## src/rtl/adcc_pkg.sv

```systemverilog
// Shared types, constants and the thermistor coefficient table for the
// ADC channel conditioner. Used by the top level and its checker.
// No dependencies.
package adcc_pkg;

    localparam int NUM_CHANNELS_DEF = 7;

    localparam int CH_W       = 3;
    localparam int SAMPLE_W   = 12;
    localparam int VAL_W      = 32;
    localparam int CFG_W      = 16;
    localparam int TYPE_W     = 2;
    localparam int ADDR_W     = 5;
    localparam int APB_W      = 32;
    localparam int IN_DATA_W  = 16;
    localparam int OUT_DATA_W = 72;

    // Shared multiplier operands and the kept width of its product.
    localparam int MUL_W  = 33;
    localparam int PROD_W = 48;
    localparam int SQ_W   = 2 * SAMPLE_W;

    // Serial divider: the dividend is sample times gain.
    localparam int DIVIDEND_W = SAMPLE_W + CFG_W;
    localparam int REM_W      = CFG_W + 1;
    localparam int DIV_STEPS  = DIVIDEND_W;
    localparam int STEP_W     = 5;

    localparam int FILT_K     = 110;
    localparam int FILT_SHIFT = 7;
    localparam int FIX_SHIFT  = 16;
    localparam int NO_SENSOR_TEMP = 234;

    // Channel codes.
    localparam logic [CH_W-1:0] CH_CURRENT  = 3'd0;
    localparam logic [CH_W-1:0] CH_SUPPLY   = 3'd1;
    localparam logic [CH_W-1:0] CH_INT_TEMP = 3'd2;
    localparam logic [CH_W-1:0] CH_PROBE1   = 3'd3;
    localparam logic [CH_W-1:0] CH_PROBE2   = 3'd4;
    localparam logic [CH_W-1:0] CH_BRAKE    = 3'd5;
    localparam logic [CH_W-1:0] CH_THROTTLE = 3'd6;
    localparam logic [CH_W-1:0] CH_UNUSED   = 3'd7;

    // Register indexes.
    localparam logic [2:0] REG_CURRENT_GAIN = 3'd0;
    localparam logic [2:0] REG_CURRENT_DIV  = 3'd1;
    localparam logic [2:0] REG_SUPPLY_GAIN  = 3'd2;
    localparam logic [2:0] REG_SUPPLY_DIV   = 3'd3;
    localparam logic [2:0] REG_PEDAL_GAIN   = 3'd4;
    localparam logic [2:0] REG_PEDAL_DIV    = 3'd5;
    localparam logic [2:0] REG_PROBE1_TYPE  = 3'd6;
    localparam logic [2:0] REG_PROBE2_TYPE  = 3'd7;

    // Sensor types.
    localparam logic [TYPE_W-1:0] SENSOR_NTC3380 = 2'd0;
    localparam logic [TYPE_W-1:0] SENSOR_NTC3950 = 2'd1;

    localparam logic [SAMPLE_W-1:0] NTC3380_HI = 12'd2500;
    localparam logic [SAMPLE_W-1:0] NTC3380_LO = 12'd1000;
    localparam logic [SAMPLE_W-1:0] NTC3950_HI = 12'd2300;
    localparam logic [SAMPLE_W-1:0] NTC3950_LO = 12'd750;

    typedef enum logic [2:0] {
        ST_IDLE,
        ST_SCALE_MUL,
        ST_DIV,
        ST_POLY,
        ST_FILT_MUL,
        ST_FILT_DIV,
        ST_FILT_ADD,
        ST_OUT
    } state_t;

    typedef struct packed {
        logic signed [VAL_W-1:0] c3;
        logic signed [VAL_W-1:0] c2;
        logic signed [VAL_W-1:0] c1;
        logic signed [VAL_W-1:0] c0;
    } coef_t;

    // Cubic coefficients for the segment that the sample falls in.
    function automatic coef_t ntc_coef(input logic [TYPE_W-1:0] kind,
                                       input logic [SAMPLE_W-1:0] raw);
        coef_t c;
        c = '0;
        case (kind)
            SENSOR_NTC3950:
            begin
                if (raw > NTC3950_HI)
                    c = {-32'sd17547019, 32'sd2118824, -32'sd99297, 32'sd119879668};
                else if (raw > NTC3950_LO)
                    c = {-32'sd11466230, 32'sd1100240, -32'sd49255, 32'sd69839119};
                else
                    c = {-32'sd369412926, 32'sd12457346, -32'sd171761, 32'sd99558307};
            end
            default:
            begin
                if (raw > NTC3380_HI)
                    c = {-32'sd14430708, 32'sd1696358, -32'sd82720, 32'sd106399799};
                else if (raw > NTC3380_LO)
                    c = {-32'sd12296842, 32'sd1209989, -32'sd56206, 32'sd78684933};
                else
                    c = {-32'sd223039414, 32'sd9322894, -32'sd162054, 32'sd109513152};
            end
        endcase
        return c;
    endfunction

endpackage

```

## src/rtl/adc_channel_conditioner.sv

```systemverilog
// ADC channel conditioner: scaling, NTC linearisation and per-channel low-pass.
// One shared multiplier and a serial divider run under a small sequencer.
// Depends on adcc_pkg.
//
// Usage: the slave stream takes one word per sample, channel in tdata[2:0] and
// the 12-bit sample in tdata[14:3]. The master stream returns one word per
// sample: channel, converted value and filtered value. Gains, divisors and
// probe sensor types sit on the APB port at byte addresses 0x00 to 0x1C. The
// user must see that they are written only while the block is idle; the block
// itself does not enforce it. From acceptance to a valid result, the current,
// supply and pedal channels pass the scaling multiply, the bit-serial divider
// and the filter; a thermistor channel makes multiplier passes for the cubic,
// then the filter; a probe with no sensor goes straight to the filter, and an
// unused channel code straight to the output. s_axis_tready is high only while
// the sequencer is idle, so a new sample can be taken in the cycle after the
// previous result has been loaded. The result waits in an output register;
// if the receiver stalls, the next sample is still accepted and processed,
// and the sequencer holds its result until the output register is free.
// Reset clears the filter store to zero, gains and divisors to one and the
// sensor types to NTC 3380.
module adc_channel_conditioner #(
    parameter int NUM_CHANNELS = adcc_pkg::NUM_CHANNELS_DEF
) (
    input  logic                            clk,
    input  logic                            rst_n,
    input  logic                            psel,
    input  logic                            penable,
    input  logic                            pwrite,
    input  logic [adcc_pkg::ADDR_W-1:0]     paddr,
    input  logic [adcc_pkg::APB_W-1:0]      pwdata,
    output logic [adcc_pkg::APB_W-1:0]      prdata,
    output logic                            pready,
    input  logic                            s_axis_tvalid,
    output logic                            s_axis_tready,
    // [2:0] channel, [14:3] raw_sample, [15] zero
    input  logic [adcc_pkg::IN_DATA_W-1:0]  s_axis_tdata,
    output logic                            m_axis_tvalid,
    input  logic                            m_axis_tready,
    // [2:0] channel_out, [34:3] converted_value, [66:35] filtered_value,
    // [71:67] zero
    output logic [adcc_pkg::OUT_DATA_W-1:0] m_axis_tdata
);

    localparam int IDX_W = (NUM_CHANNELS > 1) ? $clog2(NUM_CHANNELS) : 1;
    localparam int PAD_W = adcc_pkg::OUT_DATA_W - adcc_pkg::CH_W - 2 * adcc_pkg::VAL_W;

    // Configuration registers.
    logic [adcc_pkg::CFG_W-1:0]  current_gain_reg, current_div_reg;
    logic [adcc_pkg::CFG_W-1:0]  supply_gain_reg, supply_div_reg;
    logic [adcc_pkg::CFG_W-1:0]  pedal_gain_reg, pedal_div_reg;
    logic [adcc_pkg::TYPE_W-1:0] probe1_type_reg, probe2_type_reg;
    logic                        cfg_we;

    // Sequencer and datapath.
    adcc_pkg::state_t state_reg, state_next;
    logic [adcc_pkg::STEP_W-1:0]     step_reg;
    logic [adcc_pkg::CH_W-1:0]       ch_reg;
    logic [adcc_pkg::SAMPLE_W-1:0]   raw_reg;
    logic [adcc_pkg::TYPE_W-1:0]     type_reg;
    logic                            store_en_reg;
    logic [adcc_pkg::SQ_W-1:0]       sq_reg;
    logic [adcc_pkg::PROD_W-1:0]     prod_reg;
    logic [adcc_pkg::VAL_W-1:0]      acc_reg;
    logic [adcc_pkg::VAL_W-1:0]      conv_reg;
    logic [adcc_pkg::DIVIDEND_W-1:0] quot_reg;
    logic [adcc_pkg::REM_W-1:0]      rem_reg;
    logic [adcc_pkg::VAL_W-1:0]      filt_store_reg [NUM_CHANNELS];

    logic                            m_valid_reg;
    logic [adcc_pkg::OUT_DATA_W-1:0] m_data_reg;

    // Input decode.
    logic [adcc_pkg::CH_W-1:0]     in_ch;
    logic [adcc_pkg::SAMPLE_W-1:0] in_raw;
    logic [adcc_pkg::TYPE_W-1:0]   in_type;
    logic                          in_valid_ch, in_is_temp, in_no_sensor, accept;

    // Shared multiplier.
    logic signed [adcc_pkg::MUL_W-1:0]   mul_a, mul_b;
    logic signed [2*adcc_pkg::MUL_W-1:0] mul_full;

    logic [adcc_pkg::CFG_W-1:0]      gain_sel, div_sel, div_eff;
    logic [adcc_pkg::REM_W-1:0]      rem_sh, rem_next;
    logic                            div_ge;
    logic [adcc_pkg::DIVIDEND_W-1:0] quot_next;
    adcc_pkg::coef_t                 coef;
    logic [adcc_pkg::VAL_W-1:0]      poly_sum, prev_val, filt_sum;
    logic [adcc_pkg::PROD_W-1:0]     filt_biased;
    logic [IDX_W-1:0]                ch_idx;
    logic                            out_load;

    // ---------------- configuration port ----------------
    assign pready = 1'b1;
    assign cfg_we = psel && penable && pwrite && pready;

    always_ff @(posedge clk or negedge rst_n)
    begin
        if (!rst_n)
        begin
            current_gain_reg <= adcc_pkg::CFG_W'(1);
            current_div_reg  <= adcc_pkg::CFG_W'(1);
            supply_gain_reg  <= adcc_pkg::CFG_W'(1);
            supply_div_reg   <= adcc_pkg::CFG_W'(1);
            pedal_gain_reg   <= adcc_pkg::CFG_W'(1);
            pedal_div_reg    <= adcc_pkg::CFG_W'(1);
            probe1_type_reg  <= adcc_pkg::SENSOR_NTC3380;
            probe2_type_reg  <= adcc_pkg::SENSOR_NTC3380;
        end
        else if (cfg_we)
        begin
            case (paddr[4:2])
                adcc_pkg::REG_CURRENT_GAIN: current_gain_reg <= pwdata[15:0];
                adcc_pkg::REG_CURRENT_DIV:  current_div_reg  <= pwdata[15:0];
                adcc_pkg::REG_SUPPLY_GAIN:  supply_gain_reg  <= pwdata[15:0];
                adcc_pkg::REG_SUPPLY_DIV:   supply_div_reg   <= pwdata[15:0];
                adcc_pkg::REG_PEDAL_GAIN:   pedal_gain_reg   <= pwdata[15:0];
                adcc_pkg::REG_PEDAL_DIV:    pedal_div_reg    <= pwdata[15:0];
                adcc_pkg::REG_PROBE1_TYPE:  probe1_type_reg  <= pwdata[1:0];
                adcc_pkg::REG_PROBE2_TYPE:  probe2_type_reg  <= pwdata[1:0];
                default: ;
            endcase
        end
    end

    always_comb
    begin
        case (paddr[4:2])
            adcc_pkg::REG_CURRENT_GAIN: prdata = {16'd0, current_gain_reg};
            adcc_pkg::REG_CURRENT_DIV:  prdata = {16'd0, current_div_reg};
            adcc_pkg::REG_SUPPLY_GAIN:  prdata = {16'd0, supply_gain_reg};
            adcc_pkg::REG_SUPPLY_DIV:   prdata = {16'd0, supply_div_reg};
            adcc_pkg::REG_PEDAL_GAIN:   prdata = {16'd0, pedal_gain_reg};
            adcc_pkg::REG_PEDAL_DIV:    prdata = {16'd0, pedal_div_reg};
            adcc_pkg::REG_PROBE1_TYPE:  prdata = {30'd0, probe1_type_reg};
            adcc_pkg::REG_PROBE2_TYPE:  prdata = {30'd0, probe2_type_reg};
            default:                    prdata = '0;
        endcase
    end

    // ---------------- input decode ----------------
    assign in_ch  = s_axis_tdata[2:0];
    assign in_raw = s_axis_tdata[14:3];
    assign accept = s_axis_tvalid && s_axis_tready;

    assign in_valid_ch = (in_ch != adcc_pkg::CH_UNUSED) && (int'(in_ch) < NUM_CHANNELS);
    assign in_is_temp  = (in_ch == adcc_pkg::CH_INT_TEMP) || (in_ch == adcc_pkg::CH_PROBE1)
                      || (in_ch == adcc_pkg::CH_PROBE2);

    always_comb
    begin
        case (in_ch)
            adcc_pkg::CH_PROBE1: in_type = probe1_type_reg;
            adcc_pkg::CH_PROBE2: in_type = probe2_type_reg;
            default:             in_type = adcc_pkg::SENSOR_NTC3380;
        endcase
    end

    assign in_no_sensor = (in_type != adcc_pkg::SENSOR_NTC3380)
                       && (in_type != adcc_pkg::SENSOR_NTC3950);

    // ---------------- gain and divisor selection ----------------
    always_comb
    begin
        case (ch_reg)
            adcc_pkg::CH_CURRENT:
            begin
                gain_sel = current_gain_reg;
                div_sel  = current_div_reg;
            end
            adcc_pkg::CH_SUPPLY:
            begin
                gain_sel = supply_gain_reg;
                div_sel  = supply_div_reg;
            end
            default:
            begin
                gain_sel = pedal_gain_reg;
                div_sel  = pedal_div_reg;
            end
        endcase
    end

    // A divisor of zero behaves as one.
    assign div_eff = (div_sel == '0) ? adcc_pkg::CFG_W'(1) : div_sel;

    // Restoring divider, one quotient bit per cycle.
    assign rem_sh    = {rem_reg[adcc_pkg::REM_W-2:0], quot_reg[adcc_pkg::DIVIDEND_W-1]};
    assign div_ge    = rem_sh >= {1'b0, div_eff};
    assign rem_next  = div_ge ? (rem_sh - {1'b0, div_eff}) : rem_sh;
    assign quot_next = {quot_reg[adcc_pkg::DIVIDEND_W-2:0], div_ge};

    // ---------------- cubic and filter helpers ----------------
    assign coef     = adcc_pkg::ntc_coef(type_reg, raw_reg);
    assign poly_sum = acc_reg + prod_reg[31:0];

    assign ch_idx   = IDX_W'({1'b0, ch_reg});
    assign prev_val = store_en_reg ? filt_store_reg[ch_idx] : '0;

    // Division by 128 truncating toward zero: bias negative products first.
    assign filt_biased = prod_reg + (prod_reg[adcc_pkg::PROD_W-1]
                       ? adcc_pkg::PROD_W'((1 << adcc_pkg::FILT_SHIFT) - 1)
                       : adcc_pkg::PROD_W'(0));
    assign filt_sum    = conv_reg + acc_reg;

    // ---------------- sequencer: next state ----------------
    always_comb
    begin
        state_next = state_reg;
        case (state_reg)
            adcc_pkg::ST_IDLE:
            begin
                if (accept)
                begin
                    if (!in_valid_ch)
                        state_next = adcc_pkg::ST_OUT;
                    else if (in_is_temp && in_no_sensor)
                        state_next = adcc_pkg::ST_FILT_MUL;
                    else if (in_is_temp)
                        state_next = adcc_pkg::ST_POLY;
                    else
                        state_next = adcc_pkg::ST_SCALE_MUL;
                end
            end
            adcc_pkg::ST_SCALE_MUL: state_next = adcc_pkg::ST_DIV;
            adcc_pkg::ST_DIV:
            begin
                if (step_reg == adcc_pkg::STEP_W'(adcc_pkg::DIV_STEPS - 1))
                    state_next = adcc_pkg::ST_FILT_MUL;
            end
            adcc_pkg::ST_POLY:
            begin
                if (step_reg == adcc_pkg::STEP_W'(5))
                    state_next = adcc_pkg::ST_FILT_MUL;
            end
            adcc_pkg::ST_FILT_MUL: state_next = adcc_pkg::ST_FILT_DIV;
            adcc_pkg::ST_FILT_DIV: state_next = adcc_pkg::ST_FILT_ADD;
            adcc_pkg::ST_FILT_ADD: state_next = adcc_pkg::ST_OUT;
            adcc_pkg::ST_OUT:
            begin
                if (out_load)
                    state_next = adcc_pkg::ST_IDLE;
            end
            default: state_next = adcc_pkg::ST_IDLE;
        endcase
    end

    // ---------------- sequencer: outputs ----------------
    always_comb
    begin
        s_axis_tready = 1'b0;
        out_load      = 1'b0;
        mul_a         = '0;
        mul_b         = '0;
        case (state_reg)
            adcc_pkg::ST_IDLE: s_axis_tready = 1'b1;
            adcc_pkg::ST_SCALE_MUL:
            begin
                mul_a = {21'd0, raw_reg};
                mul_b = {17'd0, gain_sel};
            end
            adcc_pkg::ST_POLY:
            begin
                case (step_reg[2:0])
                    3'd0:
                    begin
                        mul_a = {21'd0, raw_reg};
                        mul_b = {21'd0, raw_reg};
                    end
                    3'd1:
                    begin
                        mul_a = {9'd0, prod_reg[23:0]};
                        mul_b = {21'd0, raw_reg};
                    end
                    3'd2:
                    begin
                        mul_a = {13'd0, prod_reg[35:16]};
                        mul_b = {coef.c3[31], coef.c3};
                    end
                    3'd3:
                    begin
                        mul_a = {9'd0, sq_reg};
                        mul_b = {coef.c2[31], coef.c2};
                    end
                    3'd4:
                    begin
                        mul_a = {21'd0, raw_reg};
                        mul_b = {coef.c1[31], coef.c1};
                    end
                    default: ;
                endcase
            end
            adcc_pkg::ST_FILT_MUL:
            begin
                mul_a = {prev_val[31], prev_val} - {conv_reg[31], conv_reg};
                mul_b = adcc_pkg::MUL_W'(adcc_pkg::FILT_K);
            end
            adcc_pkg::ST_OUT: out_load = !m_valid_reg || m_axis_tready;
            default: ;
        endcase
    end

    assign mul_full = mul_a * mul_b;

    always_ff @(posedge clk or negedge rst_n)
    begin
        if (!rst_n)
            state_reg <= adcc_pkg::ST_IDLE;
        else
            state_reg <= state_next;
    end

    // ---------------- datapath registers ----------------
    always_ff @(posedge clk)
    begin
        prod_reg <= mul_full[adcc_pkg::PROD_W-1:0];
        case (state_reg)
            adcc_pkg::ST_IDLE:
            begin
                if (accept)
                begin
                    ch_reg       <= in_ch;
                    raw_reg      <= in_raw;
                    type_reg     <= in_type;
                    store_en_reg <= in_valid_ch;
                    step_reg     <= '0;
                    acc_reg      <= '0;
                    conv_reg     <= (in_valid_ch && in_is_temp && in_no_sensor)
                                  ? adcc_pkg::VAL_W'(adcc_pkg::NO_SENSOR_TEMP) : '0;
                end
            end
            adcc_pkg::ST_SCALE_MUL:
            begin
                quot_reg <= mul_full[adcc_pkg::DIVIDEND_W-1:0];
                rem_reg  <= '0;
                step_reg <= '0;
            end
            adcc_pkg::ST_DIV:
            begin
                quot_reg <= quot_next;
                rem_reg  <= rem_next;
                step_reg <= step_reg + 1'b1;
                conv_reg <= adcc_pkg::VAL_W'(quot_next);
            end
            adcc_pkg::ST_POLY:
            begin
                step_reg <= step_reg + 1'b1;
                case (step_reg[2:0])
                    3'd1: sq_reg  <= prod_reg[23:0];
                    3'd3: acc_reg <= prod_reg[47:16] + coef.c0;
                    3'd4: acc_reg <= acc_reg + prod_reg[47:16];
                    3'd5: conv_reg <= {{16{poly_sum[31]}}, poly_sum[31:16]};
                    default: ;
                endcase
            end
            adcc_pkg::ST_FILT_DIV: acc_reg <= filt_biased[38:7];
            adcc_pkg::ST_FILT_ADD: acc_reg <= filt_sum;
            default: ;
        endcase
    end

    // Per-channel filter state, cleared at reset.
    always_ff @(posedge clk or negedge rst_n)
    begin
        if (!rst_n)
        begin
            for (int i = 0; i < NUM_CHANNELS; i++)
                filt_store_reg[i] <= '0;
        end
        else if (state_reg == adcc_pkg::ST_FILT_ADD && store_en_reg)
        begin
            filt_store_reg[ch_idx] <= filt_sum;
        end
    end

    // ---------------- output register ----------------
    always_ff @(posedge clk or negedge rst_n)
    begin
        if (!rst_n)
            m_valid_reg <= 1'b0;
        else if (out_load)
            m_valid_reg <= 1'b1;
        else if (m_axis_tready)
            m_valid_reg <= 1'b0;
    end

    always_ff @(posedge clk)
    begin
        if (out_load)
            m_data_reg <= {{PAD_W{1'b0}}, acc_reg, conv_reg, ch_reg};
    end

    assign m_axis_tvalid = m_valid_reg;
    assign m_axis_tdata  = m_data_reg;

endmodule

```

## config.mk

```make
export PLATFORM = sky130hd
export DESIGN_NAME = adc_channel_conditioner
export DESIGN_NICKNAME = d
export VERILOG_FILES = /design/src/rtl/adcc_pkg.sv /design/src/rtl/adc_channel_conditioner.sv
export SDC_FILE = /design/constraint.sdc
export NUM_CORES = 2
export LEC_CHECK = 0
export ABC_AREA = 1
export BUFFER_PORTS_ARGS = -buffer_cell sky130_fd_sc_hd__buf_4
export CAP_MARGIN = 40
export CORE_MARGIN = 5
export CORE_UTILIZATION = 55
export CTS_CLUSTER_DIAMETER = 150
export DETAILED_ROUTE_END_ITERATION = 8
export MAX_ROUTING_LAYER = met4
export PLACE_DENSITY = 0.7
export SLEW_MARGIN = 20
export SYNTH_ARGS = -nofsm -noshare
export SYNTH_HDL_FRONTEND = slang
export SYNTH_SLANG_ARGS = --single-unit
```

## constraint.sdc

```tcl
create_clock -name clk -period 21.8 [get_ports clk]
set_input_delay 2.18 -clock clk [delete_from_list [all_inputs] [get_ports clk]]
set_output_delay 2.18 -clock clk [all_outputs]
set_load 0.02 [all_outputs]
```

Yosys cells after proc, flatten, opt, wreduce, memory -nomap -nowiden
Index checks and enable logic that the tools add are counted.
{ "totals": {"reg_bits": 598, "input_bits": 60, "out_inout_bits": 107, "word_cells": 169} }
{ "op_classes": {"add_sub_neg": 8, "multipliers": 1, "n_lt_le_gt_ge": 8, "eq_ne": 34, "mux": 46, "bitwise": 1, "reduce_logical": 42} }
{ "ops": {"columns": ["op", "count"], "rows": [
  ["$pmux W32 S8", 1],
  ["$mux W125", 2],
  ["$mux W124", 2],
  ["$bwmux W224", 1],
  ["$mux W32", 7],
  ["$pmux W33 S3", 2],
  ["$pmux W33 S4", 1],
  ["$add A32 B32 Y32", 4],
  ["$mux W128", 1],
  ["$pmux W32 S4", 1],
  ["$bmux W32 S3", 1],
  ["$demux W32 S3", 1],
  ["$pmux W16 S2", 3],
  ["$pmux W24 S4", 1],
  ["$pmux W32 S3", 1],
  ["$pmux W32 S2", 1],
  ["$pmux W28 S2", 1],
  ["$mul A33 B33 Y48", 1],
  ["$add A39 B7 Y39", 1],
  ["$eq A3 B3 Y1 const B", 11],
  ["$sub A32 B32 Y33", 1],
  ["$mux W16", 2],
  ["$eq A3 B2 Y1 const B", 8],
  ["$gt A12 B10 Y1 const B", 2],
  ["37 further kinds", 83]
]} }

Logic depth before layout (Yosys ltp)
{ "logic_depth": {"ltp_word": 9, "mapped_depth": 52, "mapped_depth_nobuf": 51} }

Worst setup path after synthesis
Ideal clock, no wire load.
{ "synth_path": {"path_type": "flip-flop to flip-flop", "startpoint": "register ch_reg (netlist bit ch_idx[1])", "endpoint": "register prod_reg[44] (netlist name)", "setup_time_ns": 0.072, "arrival_ns": 9.820, "required_time_ns": 21.728, "path_slack_ns": 11.908, "stages_incl_launch_ff": 47, "path_buffers": 5, "period_less_slack_ns": 9.892, "cell_sequence": "edfxtp_1 -> nor2_2 -> inv_1 -> nor2_2 -> buf_2 -> buf_1 -> buf_2 -> nand2_1 -> a41oi_1 -> ha_1 -> nand2_1 -> inv_1 -> a21oi_1 -> nand3_1 -> nand2_1 -> nand2_1 -> nand2_1 -> nand3_1 -> (+11 left out) -> fa_1 -> fa_1 -> fa_1 -> inv_1 -> fa_1 -> inv_1 -> ha_1 -> nand2_1 -> nor2_1 -> inv_1 -> nor4_1 -> a21oi_1 -> o21ai_0 -> nand2_1 -> o21ai_0 -> nand3_1 -> o2111ai_1 -> xor2_1"} }
{ "synth_between": {"elab_chain_cells": 8, "elab_cells_between_ends": 12, "classes_between": "1 x add/sub; 1 x mul; 1 x eq/ne; 7 x mux; 1 x bitwise; 1 x reduce/logical"} }
{ "synth_rtl": {"columns": ["item", "line_no", "text"], "rows": [
  ["start, declared", "adc_channel_conditioner.sv:57", "logic [adcc_pkg::CH_W-1:0] ch_reg;"],
  ["start signal, assigned", "adc_channel_conditioner.sv:321", "ch_reg <= in_ch;"],
  ["$not A3 Y4 (not written as such)", "adc_channel_conditioner.sv:197", "assign prev_val = store_en_reg ? filt_store_reg[ch_idx] : '0;"],
  ["$bmux W32 S3", "adc_channel_conditioner.sv:197", null],
  ["$mux W32 (not written as such) (2 in a row)", "adc_channel_conditioner.sv:197", null],
  ["$mux W32", "adc_channel_conditioner.sv:197", null],
  ["$sub A32 B32 Y33", "adc_channel_conditioner.sv:294", "mul_a = {prev_val[31], prev_val} - {conv_reg[31], conv_reg};"],
  ["$pmux W33 S3", "adc_channel_conditioner.sv:254", "case (state_reg)"],
  ["$mul A33 B33 Y48 (*)", "adc_channel_conditioner.sv:302", "assign mul_full = mul_a * mul_b;"],
  ["via mul_full (one bit)", "adc_channel_conditioner.sv:80", "logic signed [2*adcc_pkg::MUL_W-1:0] mul_full;"],
  ["end signal, assigned", "adc_channel_conditioner.sv:315", "prod_reg <= mul_full[adcc_pkg::PROD_W-1:0];"],
  ["end, declared", "adc_channel_conditioner.sv:62", "logic [adcc_pkg::PROD_W-1:0] prod_reg;"]
]} }
The timed path passes the listed nets; every way through them passes the cells marked *. The select of a mux whose other input is x is not followed.
A chain may end at the register's enable or synchronous reset.

Worst setup path in the final report
{ "layout_path": {"startpoint": "register ch_reg (netlist bit ch_idx[1])", "endpoint": "register prod_reg[47] (netlist name)"} }
The elaborated chain is that of the path after synthesis.

==> impl_results.html <==
<table>
<tr><th>Metric</th><th>Value</th></tr>
<tr><th colspan="2">Synth</th></tr>
<tr><td>Mapped Cells</td><td>7428</td></tr>
<tr><td>Proportion of synthesized chip area in sequential cells</td><td>0.252</td></tr>
<tr><td>Library cell occupying the most area in the post-synthesis netlist</td><td>sky130_fd_sc_hd__fa_1</td></tr>
<tr><td>Leading cell types by count after synthesis</td><td>sky130_fd_sc_hd__inv_1, sky130_fd_sc_hd__nand2_1, sky130_fd_sc_hd__fa_1, sky130_fd_sc_hd__nor2_1, sky130_fd_sc_hd__o21ai_0</td></tr>
<tr><td>Largest cells by area after synthesis</td><td>sky130_fd_sc_hd__fa_1, sky130_fd_sc_hd__dfrtp_1, sky130_fd_sc_hd__edfxtp_1</td></tr>
<tr><td>Total number of yosys warnings</td><td>0</td></tr>
<tr><td>Post-synth top area share</td><td>0.277</td></tr>
<tr><td>#FFs+latches synth</td><td>592</td></tr>
<tr><td>Syn Area/Cell</td><td>8.37 um^2</td></tr>
<tr><td>Most frequently used cell type in the post-synthesis netlist</td><td>sky130_fd_sc_hd__inv_1</td></tr>
<tr><td>Combined area of all synthesized cells</td><td>0.0622 mm^2</td></tr>
<tr><td>Distinct cell type count after synthesis</td><td>71</td></tr>
<tr><td>Synth async-reset ratio</td><td>0.554</td></tr>
<tr><td>Top_reg_cell synth</td><td>sky130_fd_sc_hd__dfrtp_1</td></tr>
<tr><td>Number of synthesized flops with an enable pin</td><td>216</td></tr>
<tr><th colspan="2">Worst setup path</th></tr>
<tr><td>Worst Path Required</td><td>22230 ps</td></tr>
<tr><td>Worst path slowest cell</td><td>sky130_fd_sc_hd__o41ai_1</td></tr>
<tr><td>Worst Setup Path Type</td><td>reg -&gt; reg</td></tr>
<tr><td>Arrival time reported for the critical path endpoint</td><td>14570 ps</td></tr>
<tr><td>Cell repeated most along the worst path</td><td>sky130_fd_sc_hd__inv_1</td></tr>
<tr><td>Endpoint type of the worst setup path</td><td>flop</td></tr>
<tr><td>Setup crit start kind</td><td>flop</td></tr>
<tr><td>Top fanout value on the critical path</td><td>31</td></tr>
<tr><td>Slowest stage delay, CP</td><td>870 ps</td></tr>
<tr><th colspan="2">Global route</th></tr>
<tr><td>Antenna violations before repair</td><td>4</td></tr>
<tr><td>Remaining global-route overflow</td><td>0</td></tr>
<tr><td>Wire length of the first global-routing pass</td><td>327000 um</td></tr>
<tr><td>Global-route total usage across every layer</td><td>0.371</td></tr>
<tr><td>Pin count of the biggest net entering global routing</td><td>111</td></tr>
<tr><td>Via count of the first global-routing pass</td><td>53300</td></tr>
<tr><th colspan="2">Route</th></tr>
<tr><td>DRC violations left</td><td>0</td></tr>
<tr><td>DRC violation total after the first TritonRoute iteration</td><td>5071</td></tr>
<tr><td>Sum of routed wire length over all layers</td><td>217000 um</td></tr>
<tr><td>Vias after detailed routing</td><td>53100</td></tr>
<tr><td>Number of detailed-route iterations in the first pass</td><td>8</td></tr>
<tr><td>Average wire per cell in the routed design</td><td>23.5 um</td></tr>
<tr><td>Drt via density</td><td>5.76</td></tr>
<tr><td>Antenna-violating nets left</td><td>0</td></tr>
<tr><th colspan="2">Die</th></tr>
<tr><td>Initial Utilization</td><td>0.553</td></tr>
<tr><td>Die H</td><td>346 um</td></tr>
<tr><td>Total I/O pin count</td><td>167</td></tr>
<tr><td>Die Span X</td><td>346 um</td></tr>
<tr><td>Die Outline Area</td><td>0.120 mm^2</td></tr>
<tr><td>Number of rows in the core area</td><td>123</td></tr>
<tr><td>Core Box Area</td><td>0.112 mm^2</td></tr>
<tr><th colspan="2">Final layout</th></tr>
<tr><td>Number of nets at the end of the flow</td><td>8897</td></tr>
<tr><td>Flip-flop count of the largest register, all copies and words added</td><td>224</td></tr>
<tr><td>Growth of design area from synthesis to finish</td><td>9.64%</td></tr>
<tr><td>Utilization of the core after routing</td><td>0.607</td></tr>
<tr><td>Layout cell share with drive strength beyond 1</td><td>0.0626</td></tr>
<tr><th colspan="2">Clock tree</th></tr>
<tr><td>Cell at the root of the clock tree</td><td>sky130_fd_sc_hd__clkbuf_16</td></tr>
<tr><td>Clock latency at the later pin of the worst-skew pair</td><td>660 ps</td></tr>
<tr><td>Number of post-CTS setup repair buffers</td><td>0</td></tr>
<tr><td>TritonCTS Sinks</td><td>592</td></tr>
<tr><td>Maximum number of buffers from clock root to sink</td><td>3</td></tr>
<tr><td>Number of clock buffers inserted by TritonCTS</td><td>70</td></tr>
<tr><td>Clock H-tree levels</td><td>3</td></tr>
<tr><td>Clock-pin slew of the registers on the worst-case setup and hold paths</td><td>60 ps</td></tr>
<tr><td>Count of instances resized after the clock tree is built</td><td>0</td></tr>
<tr><td>Hold_buf cts</td><td>0</td></tr>
<tr><td>Clock tree from TritonCTS</td><td>yes</td></tr>
<tr><th colspan="2">Placed design</th></tr>
<tr><td>HPWL after DPL</td><td>171000 um</td></tr>
<tr><td>Setup WS pre-CTS</td><td>8030 ps</td></tr>
<tr><td>Quantity of I/O buffers inserted on ports</td><td>125</td></tr>
<tr><td>GPL Wtd Cong</td><td>1.04</td></tr>
<tr><th colspan="2">STA</th></tr>
<tr><td>Slew of the pin with the lowest slew margin</td><td>944 ps</td></tr>
<tr><td>FMAX</td><td>0.0707 GHz</td></tr>
<tr><td>Time the worst path needs with I/O delays and setup</td><td>14140 ps</td></tr>
<tr><td>Smallest setup slack after layout</td><td>7660 ps</td></tr>
<tr><td>Slew HR</td><td>0.364</td></tr>
<tr><td>Max Slew Vio Count</td><td>0</td></tr>
<tr><td>Setup violation total in the final timing report</td><td>0</td></tr>
<tr><td>Final hold violation count</td><td>0</td></tr>
<tr><td>Fin Clk Skew</td><td>34.2 ps</td></tr>
<tr><td>Fin crit share</td><td>0.648</td></tr>
<tr><td>Unrepaired setup endpoints after global routing</td><td>false</td></tr>
<tr><td>Post-Route Setup TNS</td><td>0 ps</td></tr>
<tr><th colspan="2">Worst hold path</th></tr>
<tr><td>Class of the worst hold path</td><td>reg -&gt; reg</td></tr>
<tr><th colspan="2">Job</th></tr>
<tr><td>Max capacitance violation total</td><td>0</td></tr>
<tr><th colspan="2">Outcome</th></tr>
<tr><td>Run status</td><td>finished clean</td></tr>
</table>
[critical path, delay by kind of cell (launching register included)]
kind / cells / cell delay (ps)
DFF: 1 / 460
xor gates and xnor gates: 1 / 340
buffers and inverters: 14 / 3030
adders and majority gates: 11 / 5090
and+or+nand+nor: 15 / 2280
AOI/OAI and AO/OA: 8 / 2670
[metrics by stage]
step | hold slack [ps] | instances | area, um^2
after floorplan | 442 | 7584 | 62700
after global placement | 456 | 9033 | 65100
after detailed placement | 464 | 9064 | 65600
after CTS | 478 | 9192 | 68000
after global routing | 504 | 9204 | 68100
final | 481 | 9205 | 68100
[layout make-up]
class,count,area [um^2]
Antenna cell,4,10.0
Clock buffer,96,1990
Clock inverter,32,419
Fill cell,10100,44200
Inverter,1526,5730
Multi-Input combinational cell,5202,40300
Sequential cell,592,15700
Tap cell,1500,1880
Timing Repair Buffer,253,2180
[layer usage]
metal | routed length (um) | GRT usage | vias up
li1 | - | - | 23500
met1 | 81700 | 0.464 | 26100
met2 | 96600 | 0.559 | 2802
met3 | 21800 | 0.0803 | 675
met4 | 16500 | 0.222 | 0
met5 | 0 | - | -
[cell families after synthesis]
group,synth area share
other cells,0.000121
buf+inv,0.111
fa+ha+maj,0.344
flops,0.252
compound gates,0.110
xor+xnor,0.0156
simple gates,0.167
[path summary, 6_finish.rpt]
check / start / to / slack, ps / cells past startpoint
min in group asynchronous: rst_n / pedal_div_reg[9] / 1570 / 1
hold / removal: filt_store_reg[98] / filt_store_reg[98] / 480 / 2
setup / recovery: ch_idx[1] / prod_reg[47] / 7660 / 49
max in group asynchronous: rst_n / pedal_gain_reg[0] / 18800 / 3
setup reg to reg: ch_idx[1] / prod_reg[47] / 7660 / 49
hold reg to reg: filt_store_reg[98] / filt_store_reg[98] / 480 / 2
[cell usage in the layout (no fill, tap or decap), types with 17 or more instances in the layout]
cell	Yosys	final
sky130_fd_sc_hd__nor3_1	50	49
sky130_fd_sc_hd__inv_2	17	17
sky130_fd_sc_hd__o21a_1	18	18
sky130_fd_sc_hd__nand3_1	199	199
sky130_fd_sc_hd__buf_4	28	225
sky130_fd_sc_hd__nand2_1	1486	1485
sky130_fd_sc_hd__o22ai_1	26	26
sky130_fd_sc_hd__nand4_1	30	30
sky130_fd_sc_hd__o211ai_1	46	46
sky130_fd_sc_hd__or2_2	23	23
sky130_fd_sc_hd__nor4_1	27	26
sky130_fd_sc_hd__inv_1	1492	1491
sky130_fd_sc_hd__o21ai_1	21	21
sky130_fd_sc_hd__clkinv_1	17	20
sky130_fd_sc_hd__a21oi_1	319	318
sky130_fd_sc_hd__edfxtp_1	216	216
sky130_fd_sc_hd__ha_1	331	331
sky130_fd_sc_hd__xor2_1	54	54
sky130_fd_sc_hd__nand2_2	18	19
sky130_fd_sc_hd__nor2_1	687	678
sky130_fd_sc_hd__o21ai_0	508	508
sky130_fd_sc_hd__clkbuf_16	0	73
sky130_fd_sc_hd__a22oi_1	17	17
sky130_fd_sc_hd__conb_1	2	158
sky130_fd_sc_hd__nor2_2	16	20
sky130_fd_sc_hd__xnor2_1	57	57
sky130_fd_sc_hd__o2111ai_1	19	19
sky130_fd_sc_hd__o221ai_1	32	32
sky130_fd_sc_hd__a31oi_1	30	30
sky130_fd_sc_hd__dfxtp_1	48	48
sky130_fd_sc_hd__fa_1	861	861
sky130_fd_sc_hd__a221oi_1	67	67
sky130_fd_sc_hd__dfrtp_1	322	322
Power is not shown: default switching activity piles up to over one toggle a cycle in this logic, so the estimate is an artifact.
